===== src/hdl/lzd_pkg.sv =====
// Shared types and constants for the LZ77 triple decoder.
// No dependencies.
`default_nettype none

package lzd_pkg;

  localparam int OFFSET_W          = 13;
  localparam int LENGTH_W          = 6;
  localparam int BYTE_W            = 8;
  localparam int HISTORY_DEPTH_DEF = 4096;

  localparam logic [LENGTH_W-1:0] MAX_LENGTH = 6'd63;
  localparam logic [BYTE_W-1:0]   NO_SYMBOL  = 8'd32;

  typedef struct packed {
    logic [OFFSET_W-1:0] match_offset;
    logic [LENGTH_W-1:0] copy_len;
    logic                has_sym;
    logic [BYTE_W-1:0]   sym;
  } lzd_token_t;

endpackage

`default_nettype wire


===== src/hdl/lzd_front.sv =====
// Front end: accepts tokens, classifies them and queues them for the back end.
// Depends on lzd_pkg.
`default_nettype none

module lzd_front (
  input  logic                          clk,
  input  logic                          rst,
  input  logic                          token_valid,
  output logic                          token_stall,
  input  logic [lzd_pkg::OFFSET_W-1:0]  match_offset,
  input  logic [lzd_pkg::LENGTH_W-1:0]  match_length,
  input  logic [lzd_pkg::BYTE_W-1:0]    next_symbol,
  output logic                          tok_valid,
  output lzd_pkg::lzd_token_t           tok,
  input  logic                          tok_pop
);

  import lzd_pkg::*;

  lzd_token_t q [2];
  logic       wr_idx;
  logic       rd_idx;
  logic [1:0] count;

  lzd_token_t entry;
  logic       accept;
  logic       push;
  logic       pop;

  always_comb begin
    entry.match_offset = match_offset;
    entry.has_sym      = (next_symbol != NO_SYMBOL);
    entry.sym          = next_symbol;
    if (match_offset == '0) begin
      entry.copy_len = '0;
    end else if (match_length > MAX_LENGTH) begin
      entry.copy_len = MAX_LENGTH;
    end else begin
      entry.copy_len = match_length;
    end
  end

  assign token_stall = (count == 2'd2);
  assign accept      = token_valid && !token_stall;
  // drop tokens that can give neither a result nor an error
  assign push        = accept && !((match_offset == '0) && !entry.has_sym);
  assign tok_valid   = (count != 2'd0);
  assign pop         = tok_pop && tok_valid;
  assign tok         = q[rd_idx];

  always_ff @(posedge clk) begin
    if (rst) begin
      wr_idx <= 1'b0;
      rd_idx <= 1'b0;
      count  <= 2'd0;
    end else begin
      if (push) begin
        wr_idx <= ~wr_idx;
      end
      if (pop) begin
        rd_idx <= ~rd_idx;
      end
      count <= 2'(count + {1'b0, push} - {1'b0, pop});
    end
  end

  always_ff @(posedge clk) begin
    if (push) begin
      q[wr_idx] <= entry;
    end
  end

endmodule

`default_nettype wire


===== config.mk =====
export PLATFORM = sky130hd
export DESIGN_NAME = lzd_front
export DESIGN_NICKNAME = d
export VERILOG_FILES = /design/src/hdl/lzd_pkg.sv /design/src/hdl/lzd_front.sv
export SDC_FILE = /design/constraint.sdc
export NUM_CORES = 1
export LEC_CHECK = 0
export BUFFER_PORTS_ARGS = -buffer_cell sky130_fd_sc_hd__buf_2
export CAP_MARGIN = 20
export CORE_ASPECT_RATIO = 0.6
export CORE_MARGIN = 5
export CORE_UTILIZATION = 45
export CTS_CLUSTER_DIAMETER = 80
export DETAILED_ROUTE_END_ITERATION = 6
export GPL_TIMING_DRIVEN = 0
export PLACE_DENSITY = 0.7
export SLEW_MARGIN = 15
export SYNTH_ARGS = -nofsm -noshare
export SYNTH_HDL_FRONTEND = slang
export SYNTH_SLANG_ARGS = --single-unit

===== constraint.sdc =====
create_clock -name clk -period 3.4 [get_ports clk]
set_clock_uncertainty 0.05 [all_clocks]
set_input_delay 0.34 -clock clk [delete_from_list [all_inputs] [get_ports clk]]
set_output_delay 0.34 -clock clk [all_outputs]
set_load 0.02 [all_outputs]

==> results of run 1 <==
cell usage after synthesis (all sizes together), types with 2 or more instances:
| library cell | instances |
|---|---|
| edfxtp | 56 |
| mux2 | 28 |
| nor2 | 7 |
| nor2b | 7 |
| dfxtp | 5 |
| buf | 3 |
| inv | 3 |
| nand2 | 3 |
| nor4 | 3 |
| a21oi | 2 |
| ha | 2 |
| nand2b | 2 |
| nor4b | 2 |
| xnor2 | 2 |
area by class of cell:
| class | instances | area, um^2 |
|---|---|---|
| Inverter | 3 | 11.3 |
| Timing Repair Buffer | 60 | 300 |
| Clock inverter | 7 | 66.3 |
| Clock buffer | 9 | 124 |
| Tap cell | 66 | 82.6 |
| Sequential cell | 61 | 1780 |
| Buffer | 3 | 15.0 |
| Fill cell | 388 | 2130 |
| Multi-Input combinational cell | 66 | 572 |
critical path, cell delays in order:
cell and delay, ns:
buf_2 0.11, nor4_1 0.40, nand2_1 0.17, o311ai_1 0.79, ha_1 0.36, inv_1 0.06
ha_1 0.16, xor2_1 0.21, xnor2_1 0.16, nor2_1 0.06
registers in the layout (all words and copies together), names as in the netlist, named ones only:
register,count
q,56
wr_idx,1
rd_idx,1
count,2
through the flow:
step                power (mW)  worst slack [ns]  utilization
floorplan                 1.47             0.986            -
CTS                       2.29             0.747        0.581
global route              2.38             0.543        0.581
finish                    2.26             0.732        0.581
global placement          1.66             0.274        0.541
detailed placement        1.69             0.409        0.544
worst paths after layout:
check | end | cells after the start
worst min-delay path | q[0][5]$_DFFE_PP_ | 1
worst max-delay path | count[1]$_SDFF_PP0_ | 10
worst max register to register | count[1]$_SDFF_PP0_ | 8
worst min register to register | rd_idx$_SDFFE_PP0P_ | 2
cell usage in the layout, fill, tap and decap left out, types with 2 or more instances in the layout:
cell / netlist / final
clkbuf_8: 0 / 9
nor2_1: 7 / 5
nor4_1: 3 / 3
nor2b_1: 7 / 7
mux2_2: 28 / 28
inv_1: 2 / 2
clkinvlp_4: 0 / 3
edfxtp_1: 56 / 56
buf_2: 3 / 63
nand2_1: 3 / 3
a21oi_1: 2 / 2
nor2_4: 0 / 2
xnor2_1: 2 / 2
ha_1: 2 / 2
dfxtp_1: 5 / 5
nand2b_1: 2 / 2
clkinv_2: 0 / 2
cells by family (layout without fill, tap and decap cells):
kind of cell               after synthesis  count (layout)  share of synthesized area
buffers and inverters                    6              82                     0.0111
xor gates and xnor gates                 3               3                     0.0111
and+or+nand+nor                         29              29                     0.0704
adders and majority gates                2               2                     0.0106
muxes                                   28              28                      0.133
AOI/OAI and AO/OA                        4               4                     0.0101
DFF                                     61              61                      0.753
metal layers:
metal	vias to the layer above	wire, um
li1	648	-
met1	627	1880
met2	52	2060
met3	2	370
met4	0	21
met5	-	0
power breakdown:
group / internal, mW / switching, mW / leakage (nW) / total (mW)
clock network: 0.332 / 0.259 / 0.0887 / 0.591
logic: 0.254 / 0.397 / 0.454 / 0.650
registers: 0.978 / 0.0369 / 0.558 / 1.02
==> results.md, run 1 <==
Run status:
- The run finished with clean final reports.

Floorplanning:
- The initial utilization of the core area, before any placement, comes to 0.466.
- The count of boundary I/O pins is 61.
- The floorplan step set the die height to around 66 um.
- The die is 104 um wide.
- The die covers 6850 um^2.
- In this run the standard cell core region covers about 5100 um^2.
- The floorplan has 20 rows.

Routing:
- The detailed-router iteration count before antenna repair is 5.
- The routed wirelength normalized by instance count is 15.7 um.
- For this run, design rule violations remaining after detail routing come to 0.
- The number of vias per cell after detailed routing is 4.83.
- The first routing iteration left 66 violations.
- The final routed wirelength across all metal layers is between 4000 and 5000 um.
- The final route contains between 1000 and 1500 vias.
- The count of nets left with antenna violations after detail routing is 0.

Synthesis:
- In the post-synthesis netlist, the biggest area contributors are edfxtp_1, mux2_2, dfxtp_1.
- Synthesis inferred 61 register bits.
- In the synthesized netlist the dominant register cell turns out to be edfxtp_1.
- Of the post-synthesis cell area, the dominant cell type holds 0.711.
- The post-synthesis cell type count is 24.
- Of all cell types, the one taking the most synthesized area is edfxtp_1.
- The number of instances in the synthesized netlist is 133.
- The post-synthesis sequential area ratio is 0.753.
- The synthesis warning total is 0.
- The post-synthesis net count is roughly 170.
- In the synthesized netlist the async set-or-reset flop fraction comes to 0.
- After synthesis the cells add up to 2360 um^2.
- The average instance in the mapped netlist occupies 17.8 um^2.
- Counting flops with a built-in enable in the synthesized netlist gives between 50 and 60.

Power:
- The worst-case IR drop observed on VDD is slightly above 0.0004 V.
- For this design the static power due to leakage is around 1.1 nW.
- The ratio of total power to cell area is 764 nW/um^2.

STA:
- Hold is met by 0.167 ns.
- In the final timing run, aggregate negative setup slack is 0 ns.
- The number of pins exceeding their max-slew limit in the final report came to 0.
- Timing would allow up to 0.375 GHz.
- Setup repair after global routing left no endpoint under its margin.
- The clock period minus final worst setup slack is between 2 and 3 ns.
- The tightest slew margin relative to the limit is 0.409.
- The number of endpoints with negative hold slack in the final report came to 0.
- The portion of the clock cycle consumed by the worst path in the final layout is 0.785.
- The measured slew at the worst slew-check pin is between 0.8 and 0.9 ns.
- Setup violations remaining at the end of the flow were counted as 0.

Global routing:
- Entering global routing, the biggest net connects 29 pins.
- The initial antenna violation count is 0.
- The via count of the first global-routing pass is 1511.
- The met1 capacity usage during global routing is 0.144.
- Across every metal layer, demand over resource in global routing totals 0.136.
- The met2 routing resource usage after global routing is 0.224.
- The met3 track demand over resource is 0.0761.
- The wire length of the first global-routing pass is 6870 um.
- The remaining global-route overflow is 0.
- The global routing's busiest layer is met2.

Setup path:
- The startpoint identified for the worst register-to-register timing path is count[0]$_SDFF_PP0_.
- The critical path starts at match_offset[3].
- The setup check on the worst reg-to-reg path leaves a slack of 1.43 ns.
- Along the worst path, the maximum fanout reaches 4.
- The worst setup path is captured at a flop.
- The worst setup path is launched from a primary input.
- For the worst setup path, the data arrival time is 2.83 ns.
- The required time of the critical path is 3.56 ns.
- The critical path in this run is classified as primary input to flop.

Cells and area:
- After routing the design area is around 3000 um^2.
- The final standard cell count with taps included and fillers excluded is about 280.
- The share of cells above drive strength 1 is 0.526.
- The post-synthesis to final-layout area growth is 24.9%.
- The number of nets in the layout is roughly 240.
- The number of antenna repair diodes is 0.

Clock network:
- The clock latency on the worst-skew pair is about 0.32 ns.
- The root buffer cell is clkbuf_8.
- The clock net in this run drives a total of slightly above 60 sinks.
- Gates resized during post-CTS repair numbered 0.
- In this run the number of H-tree levels came out at 3.
- The number of buffers created by CTS is 9.
- TritonCTS built the clock tree.
- Buffers added to address setup during post-CTS repair amount to 0.
- After clock tree synthesis, the flow added hold-fix buffers numbering 0.
- Clock-pin slew was measured on the worst setup and hold paths at 0.07 ns.
- The longest clock path from root to sink contains 2 buffers.

Placement:
- The total placed instance area is 2760 um^2.
- Including well taps, the total number of placed cells is 259.
- The weighted congestion at the end of routability-driven global placement is 0.790.
- The half-perimeter wire length after placement is between 3000 and 4000 um.
- The number of input and output port buffers inserted is 60.

Min path:
- The type of the worst min-delay path is primary input to flop.
- The startpoint of the tightest hold check path is next_symbol[5].

Job:
- The tool flagged a number of max-cap violations equal to 0.
Power figures use the tool's default switching activity.
==> inputs of run 2 (changes only) <==
==> constraint.sdc (replaced) <==
create_clock -name clk -period 2.55 [get_ports clk]
set_clock_uncertainty 0.05 [all_clocks]
set_input_delay 0.255 -clock clk [delete_from_list [all_inputs] [get_ports clk]]
set_output_delay 0.255 -clock clk [all_outputs]
set_load 0.02 [all_outputs]
==> run 2 against run 1 <==
Register-to-register slack got worse by 0.80 ns. First-iteration DRC count down 9.1%. Power up 34%. Design area increased by 0.25%. Via count grew 0.60%. Global-route usage about the same. Sequential power up 32%. Sequential share of layout area down 0.15 points.
==> results.md, run 2 (synthesis results as in run 1) <==
Cells and area:
- The number of antenna repair diodes came to 0 (unchanged).
- The register with the most flip-flops was q (unchanged).
- The fraction of the core area covered by cells at the end of the flow is 0.583 (was 0.581).
- The flip-flop count of the largest register, all copies and words added was 56 (unchanged).
- The area occupied by registers is 1780 um^2 (unchanged).
- The filler cell count is 388 (unchanged).
- The most common cell after layout, fill and taps aside is buf_2 (unchanged).
- Largest registers: q: 56 flops, count: 2 flops (unchanged).
- The multi-input combinational cell area came to 579 um^2 (was 572 um^2).
- The number of nets in the layout is 237 (unchanged).
- The post-synthesis to final-layout area growth is 25.2% (was 24.9%).
- The share of cells above drive strength 1 is 0.531 (was 0.526).
- Most frequent cells in the layout: buf_2, edfxtp_1, mux2_2 (unchanged).

Setup path:
- The critical path's slowest cell is o311ai_2 (was o311ai_1).
- The kind of end point of the critical path is a flop (unchanged).
- The highest cell delay on the worst timing path is 0.55 ns (was 0.79 ns).
- The kind of start point of the critical path is a primary input (unchanged).
- The required time of the critical path is 2.72 ns (was 3.56 ns).
- The largest fanout of any net on the critical path came to 4 (unchanged).
- The cell repeated most along the worst path is ha_1 (unchanged).
- The type of the setup path with the least slack is primary input to flop (unchanged).
- The family with the most delay on the worst path is simple AND/OR/NAND/NOR gates (was compound AO/OA/AOI/OAI gates).
- The worst endpoint data arrival time is 2.49 ns (was 2.83 ns).
- Cell Chain, Critical Path: buf_2, nor4_1, nand2_1, o311ai_2, ha_1, inv_1, ha_1, xor2_1, xnor2_1, nor2_1 (was buf_2, nor4_1, nand2_1, o311ai_1, ha_1, inv_1, ha_1, xor2_1, xnor2_1, nor2_1).
- The number of buffers and inverters on the critical path is 2 (unchanged).

Floorplanning:
- The number of rows in the core area is 20 (unchanged).
- The die height was 66.2 um (unchanged).
- The initial standard-cell utilization of the core is 0.466 (unchanged).
- The area enclosed by the die boundary came to 6850 um^2 (unchanged).
- The horizontal die dimension came to 104 um (unchanged).
- The count of boundary I/O pins is 61 (unchanged).
- The placeable core area is 5080 um^2 (unchanged).

STA:
- The tightest slew margin relative to the limit is 0.449 (was 0.409).
- The clock period minus final worst setup slack is 2.32 ns.
- RSZ-0062 raised after global routing: false (unchanged).
- The number of pins exceeding their max-slew limit in the final report is 0 (unchanged).
- Of the available clock period, the critical path in the final layout requires 0.911.
- The final-layout setup total negative slack is 0 ns (unchanged).
- The setup-violating endpoint count in the final report is 0 (unchanged).
- The number of endpoints with negative hold slack in the final report is 0 (unchanged).
- The measured slew at the worst slew-check pin is 0.824 ns (was 0.873 ns).
- The final setup slack of the worst path was 0.227 ns (was 0.732 ns).
- Based on the critical path, the design can be clocked at up to 0.430 GHz.

Routing:
- The number of vias per cell after detailed routing is 4.86 (was 4.83).
- The number of DRC markers in iteration 0 was 60 (was 66).
- The final routed DRC violation total was 0 (unchanged).
- The detailed-router iteration count before antenna repair is 6 (was 5).
- The number of vias after detailed routing was 1337 (was 1329).
- The routed wirelength normalized by instance count is 15.9 um (was 15.7 um).
- The final routed wirelength across all metal layers was 4370 um (was 4330 um).
- The count of nets left with antenna violations after detail routing is 0 (unchanged).

Power:
- The worst ir drop on vdd is 0.000558 V (was 0.000414 V).
- The cell-internal power was 2.09 mW (was 1.56 mW).
- The clock power share came to 0.264 (was 0.262).
- The sequential share of power is 0.448 (was 0.450).
- The total chip power is 3.02 mW (was 2.26 mW).
- The part of the power in combinational logic is 0.288 (about the same).
- The static leakage is 1.10 nW (about the same).
- The net switching power is 0.932 mW (was 0.692 mW).
- The switching share of power is 0.309 (was 0.307).
- The ratio of total power to cell area is 1020 nW/um^2 (was 764 nW/um^2).

Clock network:
- The count of clock tree sinks came to 61 (unchanged).
- The number of buffers created by CTS is 9 (unchanged).
- The clock transition time at the flip-flop clock pins of the worst setup and hold paths is 0.07 ns (about the same).
- The clock tree buffer depth is 2 (unchanged).
- The number of H-tree branching levels is 3 (unchanged).
- The CTS tree is yes (unchanged).
- The root buffer cell was clkbuf_8 (unchanged).
- The count of hold-fix buffers inserted at cts is 0 (unchanged).
- The clock latency on the worst-skew pair is 0.33 ns (was 0.32 ns).

Placement:
- The worst setup slack after placement is -0.356 ns (was 0.409 ns).
- The weighted congestion at the end of routability-driven global placement came to 0.790 (unchanged).
- The half-perimeter wire length after placement is 3120 um (unchanged).
- The number of input and output port buffers inserted is 60 (unchanged).

Global routing:
- The pin count of the biggest net entering global routing is 29 (unchanged).
- The initial antenna violation count is 0 (unchanged).
- The overall global routing resource usage is 0.136 (about the same).
- The remaining global-route overflow came to 0 (unchanged).
- The wire length of the first global-routing pass is 6870 um (about the same).
- The via count of the first global-routing pass is 1506 (was 1511).

Run status:
- Result of the run: finished, final reports clean (unchanged).

Min path:
- The type of the worst min-delay path was primary input to flop (unchanged).

Job:
- The max-capacitance violation count was 0 (unchanged).
run 2: worst paths after layout:
path                                          start                  end  slack, ns  cells after the start
worst max-delay path                match_offset[2]  count[1]$_SDFF_PP0_       0.23                     10
worst min-delay path                 next_symbol[5]    q[1][5]$_DFFE_PP_       0.07                      1
worst max register to register  count[0]$_SDFF_PP0_  count[1]$_SDFF_PP0_       0.63                      8
worst min register to register  rd_idx$_SDFFE_PP0P_  rd_idx$_SDFFE_PP0P_       0.49                      2
run 2: repair_timing:
action,CTS,global route
endpoints found under the setup margin,1,0
resized for setup,1,0
setup buffers,0,0
run 2: worst register-to-register path, stage by stage (launching register included):
cell and delay (ns):
dfxtp_1 0.34, nand2b_1 0.20, o311ai_2 0.22, ha_1 0.35, inv_1 0.06, ha_1 0.16
xor2_1 0.21, xnor2_1 0.16, nor2_1 0.06
run 2: through the flow:
step / instances / instance area, um^2 / hold WS (ns)
3_3_place_gp: 259 / 2750 / 0.407
5_1_grt: 275 / 2960 / 0.0518
6_report: 275 / 2960 / 0.0740
2_1_floorplan: 133 / 2360 / 0.277
4_1_cts: 275 / 2960 / 0.0619
3_5_place_dp: 259 / 2760 / 0.413
run 2: power by group through the flow:
stage	sequential [mW]	clock, mW	combinational [mW]
4_1_cts	1.36	0.814	0.887
5_1_grt	1.37	0.871	0.939
6_report	1.35	0.796	0.869
2_1_floorplan	1.36	0	0.602
3_5_place_dp	1.38	0	0.879
3_3_place_gp	1.37	0	0.842
run 2: routing by layer:
metal  up-vias  GRT usage  share of wire
met5         -          0              0
met4         0     0.0589          0.012
met3         7     0.0761          0.087
met2        52      0.224           0.48
met1       632      0.145           0.42
li1        646          -              -
run 2: layout make-up:
class	count	share of cell area
sequential	61	0.602
multi-input combinational	66	0.196
timing repair buffer	60	0.101
clock buffer	9	0.0418
tap	66	0.0279
clock inverter	7	0.0224
buffer	3	0.00507
inverter	3	0.00380
==> inputs of run 3 (changes only) <==
--- a/config.mk
+++ b/config.mk
@@ -13,6 +13,7 @@
 export CTS_CLUSTER_DIAMETER = 80
 export DETAILED_ROUTE_END_ITERATION = 6
 export GPL_TIMING_DRIVEN = 0
+export MAX_ROUTING_LAYER = met4
 export PLACE_DENSITY = 0.7
 export SLEW_MARGIN = 15
 export SYNTH_ARGS = -nofsm -noshare
==> run 3 against run 2 <==
First-iteration DRC count fell by 12%. Sequential power barely moved. Global-route usage rose by 0.32 points. Clock-buffer cell count did not move. Combinational power barely moved. Non-clock buffer count did not move. Critical path depth did not move. Design area did not move. Core utilization did not move. Largest cell class unchanged.
==> results.md, run 3 (synthesis results as in run 1) <==
Power:
- The static leakage was 1.10 nW (unchanged).
- The worst ir drop on vdd is 0.000556 V (was 0.000558 V).
- The ratio of total power to cell area is 1020 nW/um^2 (about the same).

STA:
- The measured slew at the worst slew-check pin is 0.829 ns (was 0.824 ns).
- The setup-violating endpoint count in the final report is 0 (unchanged).
- The maximum clock frequency is 0.431 GHz (was 0.430 GHz).
- The final setup slack of the worst path is 0.229 ns (was 0.227 ns).
- RSZ-0062 raised after global routing: false (unchanged).
- The final-layout setup total negative slack is 0 ns (unchanged).
- The clock period minus final worst setup slack is 2.32 ns (about the same).
- The number of endpoints with negative hold slack in the final report is 0 (unchanged).
- The number of pins exceeding their max-slew limit in the final report is 0 (unchanged).
- The tightest slew margin relative to the limit is 0.446 (was 0.449).
- The portion of the clock cycle consumed by the worst path in the final layout was 0.910 (was 0.911).

Cells and area:
- The register with the most flip-flops was q (unchanged).
- The most common cell after layout, fill and taps aside is buf_2 (unchanged).
- The post-synthesis to final-layout area growth is 25.2% (unchanged).
- Most frequent cells in the layout: buf_2, edfxtp_1, mux2_2 (unchanged).
- Largest registers: q: 56 flops, count: 2 flops (unchanged).
- The final instance area was 2960 um^2 (unchanged).
- The number of nets in the layout is 237 (unchanged).
- The share of cells above drive strength 1 is 0.531 (unchanged).
- The number of antenna repair diodes came to 0 (unchanged).
- The flip-flop count of the largest register, all copies and words added is 56 (unchanged).

Floorplanning:
- The area enclosed by the die boundary came to 6850 um^2 (unchanged).
- The die height is 66.2 um (unchanged).
- The count of boundary I/O pins was 61 (unchanged).
- The horizontal die dimension came to 104 um (unchanged).
- The placeable core area is 5080 um^2 (unchanged).
- The number of rows in the core area came to 20 (unchanged).
- The initial standard-cell utilization of the core was 0.466 (unchanged).

Placement:
- The half-perimeter wire length after placement came to 3120 um (unchanged).
- The number of input and output port buffers inserted is 60 (unchanged).
- The worst setup slack after placement was -0.356 ns (unchanged).
- The total placed instance area was 2760 um^2 (unchanged).
- The weighted congestion at the end of routability-driven global placement came to 0.801 (was 0.790).

Routing:
- The final routed wirelength across all metal layers is 4370 um (about the same).
- The routed wirelength normalized by instance count is 15.9 um (about the same).
- The number of vias after detailed routing is 1337 (unchanged).
- The detailed-router iteration count before antenna repair came to 4 (was 6).
- The number of vias per cell after detailed routing was 4.86 (unchanged).
- The final routed DRC violation total came to 0 (unchanged).
- The number of DRC markers in iteration 0 is 53 (was 60).
- The count of nets left with antenna violations after detail routing came to 0 (unchanged).

Clock network:
- The number of H-tree branching levels is 3 (unchanged).
- The number of buffers created by CTS is 9 (unchanged).
- The root buffer cell was clkbuf_8 (unchanged).
- The count of hold-fix buffers inserted at cts is 0 (unchanged).
- The count of clock tree sinks is 61 (unchanged).
- The CTS tree is yes (unchanged).
- The clock transition time at the flip-flop clock pins of the worst setup and hold paths was 0.07 ns (about the same).
- The clock latency on the worst-skew pair is 0.32 ns (was 0.33 ns).
- The clock tree buffer depth is 2 (unchanged).

Global routing:
- The global routing's busiest layer is met2 (unchanged).
- The via count of the first global-routing pass is 1517 (was 1506).
- The pin count of the biggest net entering global routing was 29 (unchanged).
- The initial antenna violation count is 0 (unchanged).
- The wire length of the first global-routing pass came to 6880 um (was 6870 um).
- The overall global routing resource usage is 0.139 (was 0.136).
- The met1 capacity usage during global routing is 0.147 (was 0.145).
- The met3 track demand over resource came to 0.0595 (was 0.0761).
- The remaining global-route overflow is 0 (unchanged).
- The met2 routing resource usage after global routing came to 0.225 (was 0.224).

Setup path:
- The depth of the worst register-to-register path is 8 (unchanged).
- The largest fanout of any net on the critical path was 4 (unchanged).
- The type of the setup path with the least slack is primary input to flop (unchanged).
- The worst endpoint data arrival time is 2.49 ns (about the same).
- The kind of start point of the critical path is a primary input (unchanged).
- The kind of end point of the critical path is a flop (unchanged).
- The required time of the critical path came to 2.72 ns (about the same).

Run status:
- Result of the run: finished, final reports clean (unchanged).

Job:
- The max-capacitance violation count is 0 (unchanged).

Min path:
- The number of stages on the worst hold path is 1 (unchanged).
- The type of the worst min-delay path is primary input to flop (unchanged).
## run 3: cell counts in the layout (fill, tap and decap cells not counted)
No cell type changed its count.
## run 3: per-stage QoR
stage	util	hold slack, ns	cells	total power, mW
after floorplan	-	0.277	133	1.96
after global routing	0.583	0.0559	275	3.18
after detailed placement	0.544	0.413	259	2.26
after CTS	0.583	0.0619	275	3.06
final	0.583	0.0779	275	3.02
after global placement	0.541	0.407	259	2.21
## run 3: routing by layer
layer | vias up | routed length (um)
li1 | 646 | -
met1 | 630 | 1910
met2 | 55 | 2070
met3 | 6 | 339
met4 | 0 | 49
met5 | - | 0
## run 3: path summary, 6_finish.rpt
check	start	to	slack, ns
min reg2reg	rd_idx$_SDFFE_PP0P_	rd_idx$_SDFFE_PP0P_	0.49
max reg2reg	count[0]$_SDFF_PP0_	count[1]$_SDFF_PP0_	0.63
max	match_offset[3]	count[1]$_SDFF_PP0_	0.23
min	next_symbol[5]	q[1][5]$_DFFE_PP_	0.08
## run 3: timing repair
item,4_1_cts,5_1_grt
setup endpoints to repair,1,0
gates resized for setup,1,0
buffers inserted,0,0
## run 3: layout make-up
cell class | count | area, um^2
Multi-Input combinational cell | 66 | 579
Sequential cell | 61 | 1780
Clock buffer | 9 | 124
Buffer | 3 | 15.0
Inverter | 3 | 11.3
Clock inverter | 7 | 66.3
Fill cell | 388 | 2120
Timing Repair Buffer | 60 | 300
Tap cell | 66 | 82.6
## run 3: power by group
group | switching (mW) | internal [mW]
combinational | 0.530 | 0.340
clock | 0.353 | 0.443
sequential | 0.0494 | 1.30
total | 0.933 | 2.09
## run 3: critical path: stages
cell	delay, ns
buf_2	0.11
nor4_1	0.40
nand2_1	0.19
o311ai_2	0.55
ha_1	0.33
inv_1	0.06
ha_1	0.16
xor2_1	0.21
xnor2_1	0.16
nor2_1	0.06
